===== src/hdl/sgsl_pkg.sv =====
package sgsl_pkg;

  localparam int MAX_SEGMENTS = 16;
  localparam int ADDR_BITS    = 48;

  localparam logic FUNC_LOAD  = 1'b0;
  localparam logic FUNC_QUERY = 1'b1;

  localparam logic CFG_TOTAL_SIZE      = 1'b0;
  localparam logic CFG_SEGMENTS_IN_USE = 1'b1;

  localparam logic STATUS_OK  = 1'b0;
  localparam logic STATUS_OOS = 1'b1;

  typedef struct packed {
    logic                 func;
    logic [3:0]           entry_index;
    logic [31:0]          entry_length;
    logic [ADDR_BITS-1:0] entry_address;
    logic                 entry_address_valid;
    logic [31:0]          position;
    logic [31:0]          request_bytes;
  } in_req_t;

  typedef struct packed {
    logic                 status;
    logic [3:0]           first_segment;
    logic [4:0]           segment_count;
    logic [31:0]          byte_count;
    logic                 is_partial;
    logic [ADDR_BITS-1:0] part_address;
    logic                 part_address_valid;
    logic [31:0]          part_length;
  } out_req_t;

  // table load toward the cells
  typedef struct packed {
    logic                 we;
    logic [3:0]           idx;
    logic [31:0]          len;
    logic [ADDR_BITS-1:0] addr;
    logic                 av;
  } load_t;

  // walk record handed from cell to cell
  typedef struct packed {
    logic                 valid;
    logic                 mode;    // 0 locate start, 1 find end
    logic [3:0]           start;
    logic [4:0]           n;
    logic [31:0]          pos;
    logic [32:0]          endx;
    logic [32:0]          sum;
    logic [31:0]          lenacc;
    logic                 done;
    logic [3:0]           slot;
    logic [31:0]          elen;
    logic [ADDR_BITS-1:0] eaddr;
    logic                 eav;
  } walk_t;

endpackage


===== src/hdl/sgsl_cell.sv =====
module sgsl_cell (
  input  logic           clk,
  input  logic           rst_n,
  input  logic [3:0]     my_idx,
  input  sgsl_pkg::load_t ld,
  input  sgsl_pkg::walk_t rec_i,
  output sgsl_pkg::walk_t rec_o
);

  logic [31:0]                    len_r;
  logic [sgsl_pkg::ADDR_BITS-1:0] addr_r;
  logic                           av_r;
  logic                           vld_r;
  sgsl_pkg::walk_t                rec_nxt;
  sgsl_pkg::walk_t                rec_r;
  logic [32:0]                    ds;
  logic                           active;

  // hold this cell's table entry
  always_ff @(posedge clk) begin
    if (ld.we && ld.idx == my_idx) begin
      len_r  <= ld.len;
      addr_r <= ld.addr;
      av_r   <= ld.av;
    end
  end

  // step the walk record through this entry
  always_comb begin
    rec_nxt = rec_i;
    ds      = rec_i.sum + {1'b0, len_r};
    active  = ({1'b0, my_idx} >= {1'b0, rec_i.start}) && ({1'b0, my_idx} < rec_i.n) &&
              !rec_i.done;
    if (!rec_i.mode && my_idx == rec_i.start) begin
      rec_nxt.elen  = len_r;
      rec_nxt.eaddr = addr_r;
      rec_nxt.eav   = av_r;
    end
    if (active) begin
      if (!rec_i.mode) begin
        if (ds > {1'b0, rec_i.pos}) begin
          rec_nxt.done  = 1'b1;
          rec_nxt.slot  = my_idx;
          rec_nxt.elen  = len_r;
          rec_nxt.eaddr = addr_r;
          rec_nxt.eav   = av_r;
        end else begin
          rec_nxt.sum = ds;
        end
      end else begin
        if (ds >= rec_i.endx) begin
          rec_nxt.done = 1'b1;
          rec_nxt.slot = my_idx;
        end else begin
          rec_nxt.sum    = ds;
          rec_nxt.lenacc = rec_i.lenacc + len_r;
        end
      end
    end
  end

  // advance the record to the neighbor
  always_ff @(posedge clk) begin
    if (!rst_n) begin
      vld_r <= 1'b0;
    end else begin
      vld_r <= rec_i.valid;
    end
    rec_r <= rec_nxt;
  end

  always_comb begin
    rec_o       = rec_r;
    rec_o.valid = vld_r;
  end

endmodule


===== config.mk =====
export PLATFORM = sky130hd
export DESIGN_NAME = sgsl_cell
export DESIGN_NICKNAME = d
export VERILOG_FILES = /design/src/hdl/sgsl_pkg.sv /design/src/hdl/sgsl_cell.sv
export SDC_FILE = /design/constraint.sdc
export NUM_CORES = 1
export LEC_CHECK = 0
export ABC_AREA = 1
export BUFFER_PORTS_ARGS = -buffer_cell sky130_fd_sc_hd__buf_2
export CAP_MARGIN = 10
export CORE_AREA = 2 2 209 211
export DETAILED_ROUTE_END_ITERATION = 6
export DIE_AREA = 0 0 211 213
export MAX_ROUTING_LAYER = met4
export PLACE_DENSITY_LB_ADDON = 0.12
export SYNTH_ARGS = -nofsm -noshare
export SYNTH_HDL_FRONTEND = slang
export SYNTH_SLANG_ARGS = --single-unit

===== constraint.sdc =====
create_clock -name clk -period 39.8 [get_ports clk]
set_input_delay 3.98 -clock clk [delete_from_list [all_inputs] [get_ports clk]]
set_output_delay 3.98 -clock clk [all_outputs]
set_load 0.03 [all_outputs]

==> results.toml, run 1 <==
[setup_path]
cpLargestDelayFamily = "simple AND/OR/NAND/NOR gates"
worstPathRequired_ns = 40.25
startpoint_type = "input port"
crit_cells = 35
crit_fanout = 114
critical_path_buf_inv_count = 5
crit_path_top_delay_cell = "buf_4"
end_kind = "flop"
crit_type = "input port to flop"
reg2reg_depth = 34
arrival_ns = 9.93
cpMostUsedCell = "nand2_1"
reg2reg_slack_ns = 33.32
cp_slowest_stage_delay_ns = 0.90

[yosys]
synth_edf_count = 81
yosys.area.top_type_share_pct = 27.8
ys_seq_area_share_pct = 42.7
yosys_warnings = 0
syn-num-nets = 2507
synth.cell_area_um2 = 16300
synth_largest_area_cell = "dfxtp_1"
synthArstFlopShare_pct = 0
synthCells = 2051
ys_ff_latch = 308
ys_top_cells_by_area = "dfxtp_1 28%, edfxtp_1 15%, ha_1 10%"
syn_area_per_cell_um2 = 7.96
synth_top_flop_cell = "dfxtp_1"
ys_types = 49

[floorplanning]
die_y_um = 213
initial_core_util_pct = 38.3
ios = 546
core_um2 = 42700
die-area_um2 = 44900
rows = 76
die_w_um = 211

[clock_network]
cts_made_buffers = 36
cts_setup_buffers = 0
clk_latency_ns = 0.55
tritoncts = "done"
ctsHoldBuffers = 0
root_buffer = "clkbuf_16"
h-tree-depth = 2
cts.sinks = 308
clk_pin_slew_ns = 0.05
ctsResizeCount = 0
cts.path.max_buffers = 3

[timing]
slew_violations = 0
worst_slew_pin_slew_ns = 1.18
setup_ws_ns = 30.32
setup_viol = 0
rsz0062_at_grt = "false"
period_share_pct = 23.8
hold_violations = 0
layout_min_cycle_time_ns = 9.48
max-slew-margin-rel_pct = 21.1
skew_ns = 0.0180
fmax_ghz = 0.105
setup_tns_ns = 0

[global_routing]
grt_pass1_vias = 14800
antenna_found_initial = 13
globalRouteTotalUtil_pct = 24.0
grt_overflow_total = 0
grt_max_degree = 115
grt_pass1_wl_um = 81000

[power_and_ir_drop]
peakVddDrop_uv = 34.9
powerDensity_nw_per_um2 = 45.4
p_leak_nw = 11.0

[cells_and_area]
syn_to_final_growth_pct = 27.1
num-nets-final = 3032
final_cell_count_no_fill = 3165
drive_above_1_share_pct = 24.9
final_common_cell = "buf_2"
final_util_pct = 48.6
final_cell_mix = "545 x buf_2, 422 x nand2_1, 327 x inv_1, 227 x dfxtp_1, 156 x o21ai_0"

[placed_design]
io_buffers = 545
dp_slack_ns = 29.86
place_inst = 3084
gp_congestion = 0.944
dpl.hpwl_um = 43200

[detailed_routing]
drc = 0
routedWlPerCell_um = 17.2
wirelength_um = 54600
final_antenna_net_count = 0
viasPerCell = 4.85
via_count = 15300
drt-pass1-iter-count = 5
drt-initial-drc-count = 971

[min_path]
min_path_type = "flop to flop"
min_path_cells = 2

[run]
cap_violations = 0

[run_status]
status = "finished, final reports clean"
## cell type report
class	count	area, µm²
Tap cell	546	683
Antenna cell	15	37.5
Clock inverter	6	70.1
Timing Repair Buffer	556	2810
Clock buffer	60	1190
Multi-Input combinational cell	1339	7730
Inverter	335	1260
Fill cell	4311	21900
Sequential cell	308	6980
## per-stage QoR
step	hold slack (ns)	power [mW]	cell area (µm²)
2_1_floorplan	0.412	0.524	16300
3_3_place_gp	0.422	0.600	19500
3_5_place_dp	0.422	0.603	19500
4_1_cts	0.436	0.952	20700
5_1_grt	0.461	0.991	20800
6_report	0.436	0.942	20800
## state kept, by name, indices dropped and copies added (netlist names)
name and cells:
len_r 32, rec_o 226, av_r 1, vld_r 1
addr_r 48
## worst reg2reg max path, delay by kind of cell, from the launching register on
family	cells	cell delay [ns]
AOI/OAI and AO/OA	3	0.55
DFF	1	0.50
buffers and inverters	4	1.70
and+or+nand+nor	23	2.34
xor gates and xnor gates	1	0.34
adders and majority gates	3	0.95
## final timing paths
| path | from | end |
|---|---|---|
| min | addr_r[0] | rec_o[1] |
| max | rec_i[118] | rec_o[37] |
| min reg2reg | addr_r[0] | rec_o[1] |
| max reg2reg | len_r[0] | rec_o[37] |
## kinds of logic (layout without fill, tap and decap cells)
logic type	after synthesis	in the layout	synth area share (%)
AOI/OAI and AO/OA	435	435	14.2
xor gates and xnor gates	54	54	2.94
adders and majority gates	137	137	10.6
buffers and inverters	404	957	10.1
DFF	308	308	42.7
muxes	21	21	1.29
other	0	15	0
and+or+nand+nor	692	692	18.1
## layer usage
| metal | vias to the layer above | GRT usage [%] | routed length [µm] |
|---|---|---|---|
| met4 | 0 | 7.33 | 1170 |
| met5 | - | - | 0 |
| li1 | 7850 | - | - |
| met3 | 66 | 5.32 | 3760 |
| met2 | 469 | 39.5 | 26100 |
| met1 | 6964 | 29.4 | 23600 |
## power breakdown
group / leakage [nW] / internal, mW / switching (mW)
registers: 2.65 / 0.347 / 0.00778
clock network: 0.623 / 0.211 / 0.133
logic: 7.70 / 0.0778 / 0.165
total: 11.0 / 0.636 / 0.306
## synth_stat cells, types with 7 or more instances
cell,n
a31oi_1,7
buf_6,10
a21oi_1,141
a21o_1,7
xnor2_1,18
o21ai_2,9
nor3_1,11
nand2_1,423
nor4_1,7
clkbuf_1,41
nand4_1,55
nand3_1,101
o211ai_1,8
buf_2,9
mux2i_1,21
ha_1,135
nor2_1,76
o21ai_0,156
o21ai_1,80
dfxtp_1,227
inv_1,327
inv_2,7
edfxtp_1,81
xor2_1,35
o21a_1,9
Power figures use the tool's default switching activity.
==> run 2: changes to the inputs <==
Clock period 39.8 ns to 8.2 ns, I/O delays scaled along.
==> run 2 against run 1 <==
Via count grew 1.4%. Clock skew grew 0.00062 ns. First-iteration DRC count up 9.7%. Critical path depth is 8 lower. Critical endpoint is now rec_o[1]. Combinational power grew to 4.8 times the previous value.
==> results.toml, run 2 (synthesis results as in run 1) <==
[power_and_ir_drop]
comb_power_share_pct = 26.5
total_power_mw = 4.43
p_leak_nw = 10.9
power.switching_mw = 1.49
peakVddDrop_uv = 141
seq_power_share_pct = 38.9
power_frac_clock_pct = 34.7
powerDensity_nw_per_um2 = 215
swShare_pct = 33.7
intPower_mw = 2.94

[timing]
hold_slack_ns = 0.391
hold_violations = 0
worst_slew_pin_slew_ns = 1.17
max-slew-margin-rel_pct = 21.6
setup_viol = 0
layout_min_cycle_time_ns = 6.01
fmax_ghz = 0.166
period_share_pct = 73.2
rsz0062_at_grt = "false"
setup_tns_ns = 0
slew_violations = 0
skew_ns = 0.0186

[clock_network]
clk_pin_slew_ns = 0.06
ctsResizeCount = 0
ctsHoldBuffers = 0
cts.sinks = 308
root_buffer = "clkbuf_16"
clk_latency_ns = 0.55
cts.path.max_buffers = 3
tritoncts = "done"
h-tree-depth = 2
cts_setup_buffers = 0
cts_made_buffers = 36

[floorplanning]
die_y_um = 213
die_w_um = 211
initial_core_util_pct = 38.3
ios = 546
rows = 76
core_um2 = 42700
die-area_um2 = 44900

[placed_design]
dpl.hpwl_um = 42800
place_inst = 3082
gp_congestion = 0.933
io_buffers = 545

[setup_path]
crit_path_start = "len_r[0]"
reg2reg_slack_ns = 2.19
startpoint_type = "flop"
critPathCapture = "rec_o[1]"
r2r-start = "len_r[0]"
reg2reg_depth = 27
end_kind = "flop"
r2r_end = "rec_o[1]"
crit_type = "flop to flop"
worstPathRequired_ns = 8.64
crit_fanout = 162
arrival_ns = 6.45

[min_path]
min_path_type = "input port to flop"
hp-start = "rec_i[200]"

[global_routing]
grt_pass1_vias = 14900
grt_pass1_wl_um = 81900
antenna_found_initial = 16
grt_overflow_total = 0
grt_max_degree = 163
globalRouteTotalUtil_pct = 24.1

[detailed_routing]
drt-initial-drc-count = 1065
via_count = 15600
routedWlPerCell_um = 17.2
drt-pass1-iter-count = 5
viasPerCell = 4.92
drc = 0
wirelength_um = 54300
final_antenna_net_count = 0

[cells_and_area]
final_common_cell = "buf_2"
final_util_pct = 48.3
largest_reg_flops = 226
final_cell_mix = "545 x buf_2, 422 x nand2_1, 327 x inv_1, 227 x dfxtp_1, 156 x o21ai_0"
final_cell_count_no_fill = 3161
drive_above_1_share_pct = 24.9
syn_to_final_growth_pct = 26.3
num-nets-final = 3030

[run]
cap_violations = 0

[run_status]
status = "finished, final reports clean"
-- run 2: cell count changes in the layout (fill, tap and decap cells not counted), moves of 3 or more --
cell / change
clkbuf_8: -6
clkbuf_16: -3
clkinv_2: +4
buf_4: -3
clkbuf_1: -3
clkinv_4: +3
-- run 2: how the worst min path moves through the flow --
stage / end / cells after the start
5_1_grt: rec_o[187] / 1
3_3_place_gp: rec_o[1] / 2
4_1_cts: rec_o[187] / 1
2_1_floorplan: rec_o[0] / 2
3_5_place_dp: rec_o[1] / 2
6_report: rec_o[200] / 1
-- run 2: layout make-up --
cell class / instances / area, µm²
repair buffers: 554 / 2810
flip-flops and latches: 308 / 6980
inverters: 335 / 1260
clock inverters: 16 / 113
diodes: 16 / 40.0
fillers: 4302 / 22100
clock buffers: 47 / 1010
multi-input cells: 1339 / 7740
well taps: 546 / 683
-- run 2: through the flow --
step           area, µm²  setup slack [ns]
5_1_grt            20600              1.71
3_5_place_dp       19500              1.93
2_1_floorplan      16300              1.67
4_1_cts            20600              2.24
3_3_place_gp       19500              2.03
6_report           20600              2.19
-- run 2: worst max-delay path, stage by stage (launching register included) --
cell	delay, ns
edfxtp_1	0.54
ha_1	0.29
fa_1	0.40
nand2_1	0.08
clkinv_1	0.08
nand2_1	0.07
nand2_2	0.08
a21oi_1	0.23
o211ai_1	0.22
nand3_1	0.14
nand2_1	0.10
xor2_1	0.41
ha_1	0.34
a21oi_1	0.16
nor2_1	0.06
a211oi_1	0.33
nand2_1	0.10
nand2_1	0.07
nand2_1	0.05
nand2_1	0.05
nand2_1	0.06
nand2_2	0.58
nand2_2	0.38
nand3_4	0.16
buf_12	0.43
nand2_1	0.15
nand2_1	0.10
nand2_1	0.04
-- run 2: power by group through the flow --
stage          sequential (mW)  clock, mW  combinational (mW)
6_report                  1.72       1.54                1.17
3_5_place_dp              1.76          0                1.17
4_1_cts                   1.72       1.59                1.18
5_1_grt                   1.73       1.65                1.30
2_1_floorplan             1.97          0               0.570
3_3_place_gp              1.76          0                1.16
-- run 2: per-layer routing --
metal | vias to the layer above | routed length, µm | global-route usage (%)
li1 | 7853 | - | -
met1 | 7143 | 23500 | 30.2
met2 | 496 | 25700 | 38.5
met3 | 69 | 3840 | 5.84
met4 | 0 | 1240 | 7.04
met5 | - | 0 | -
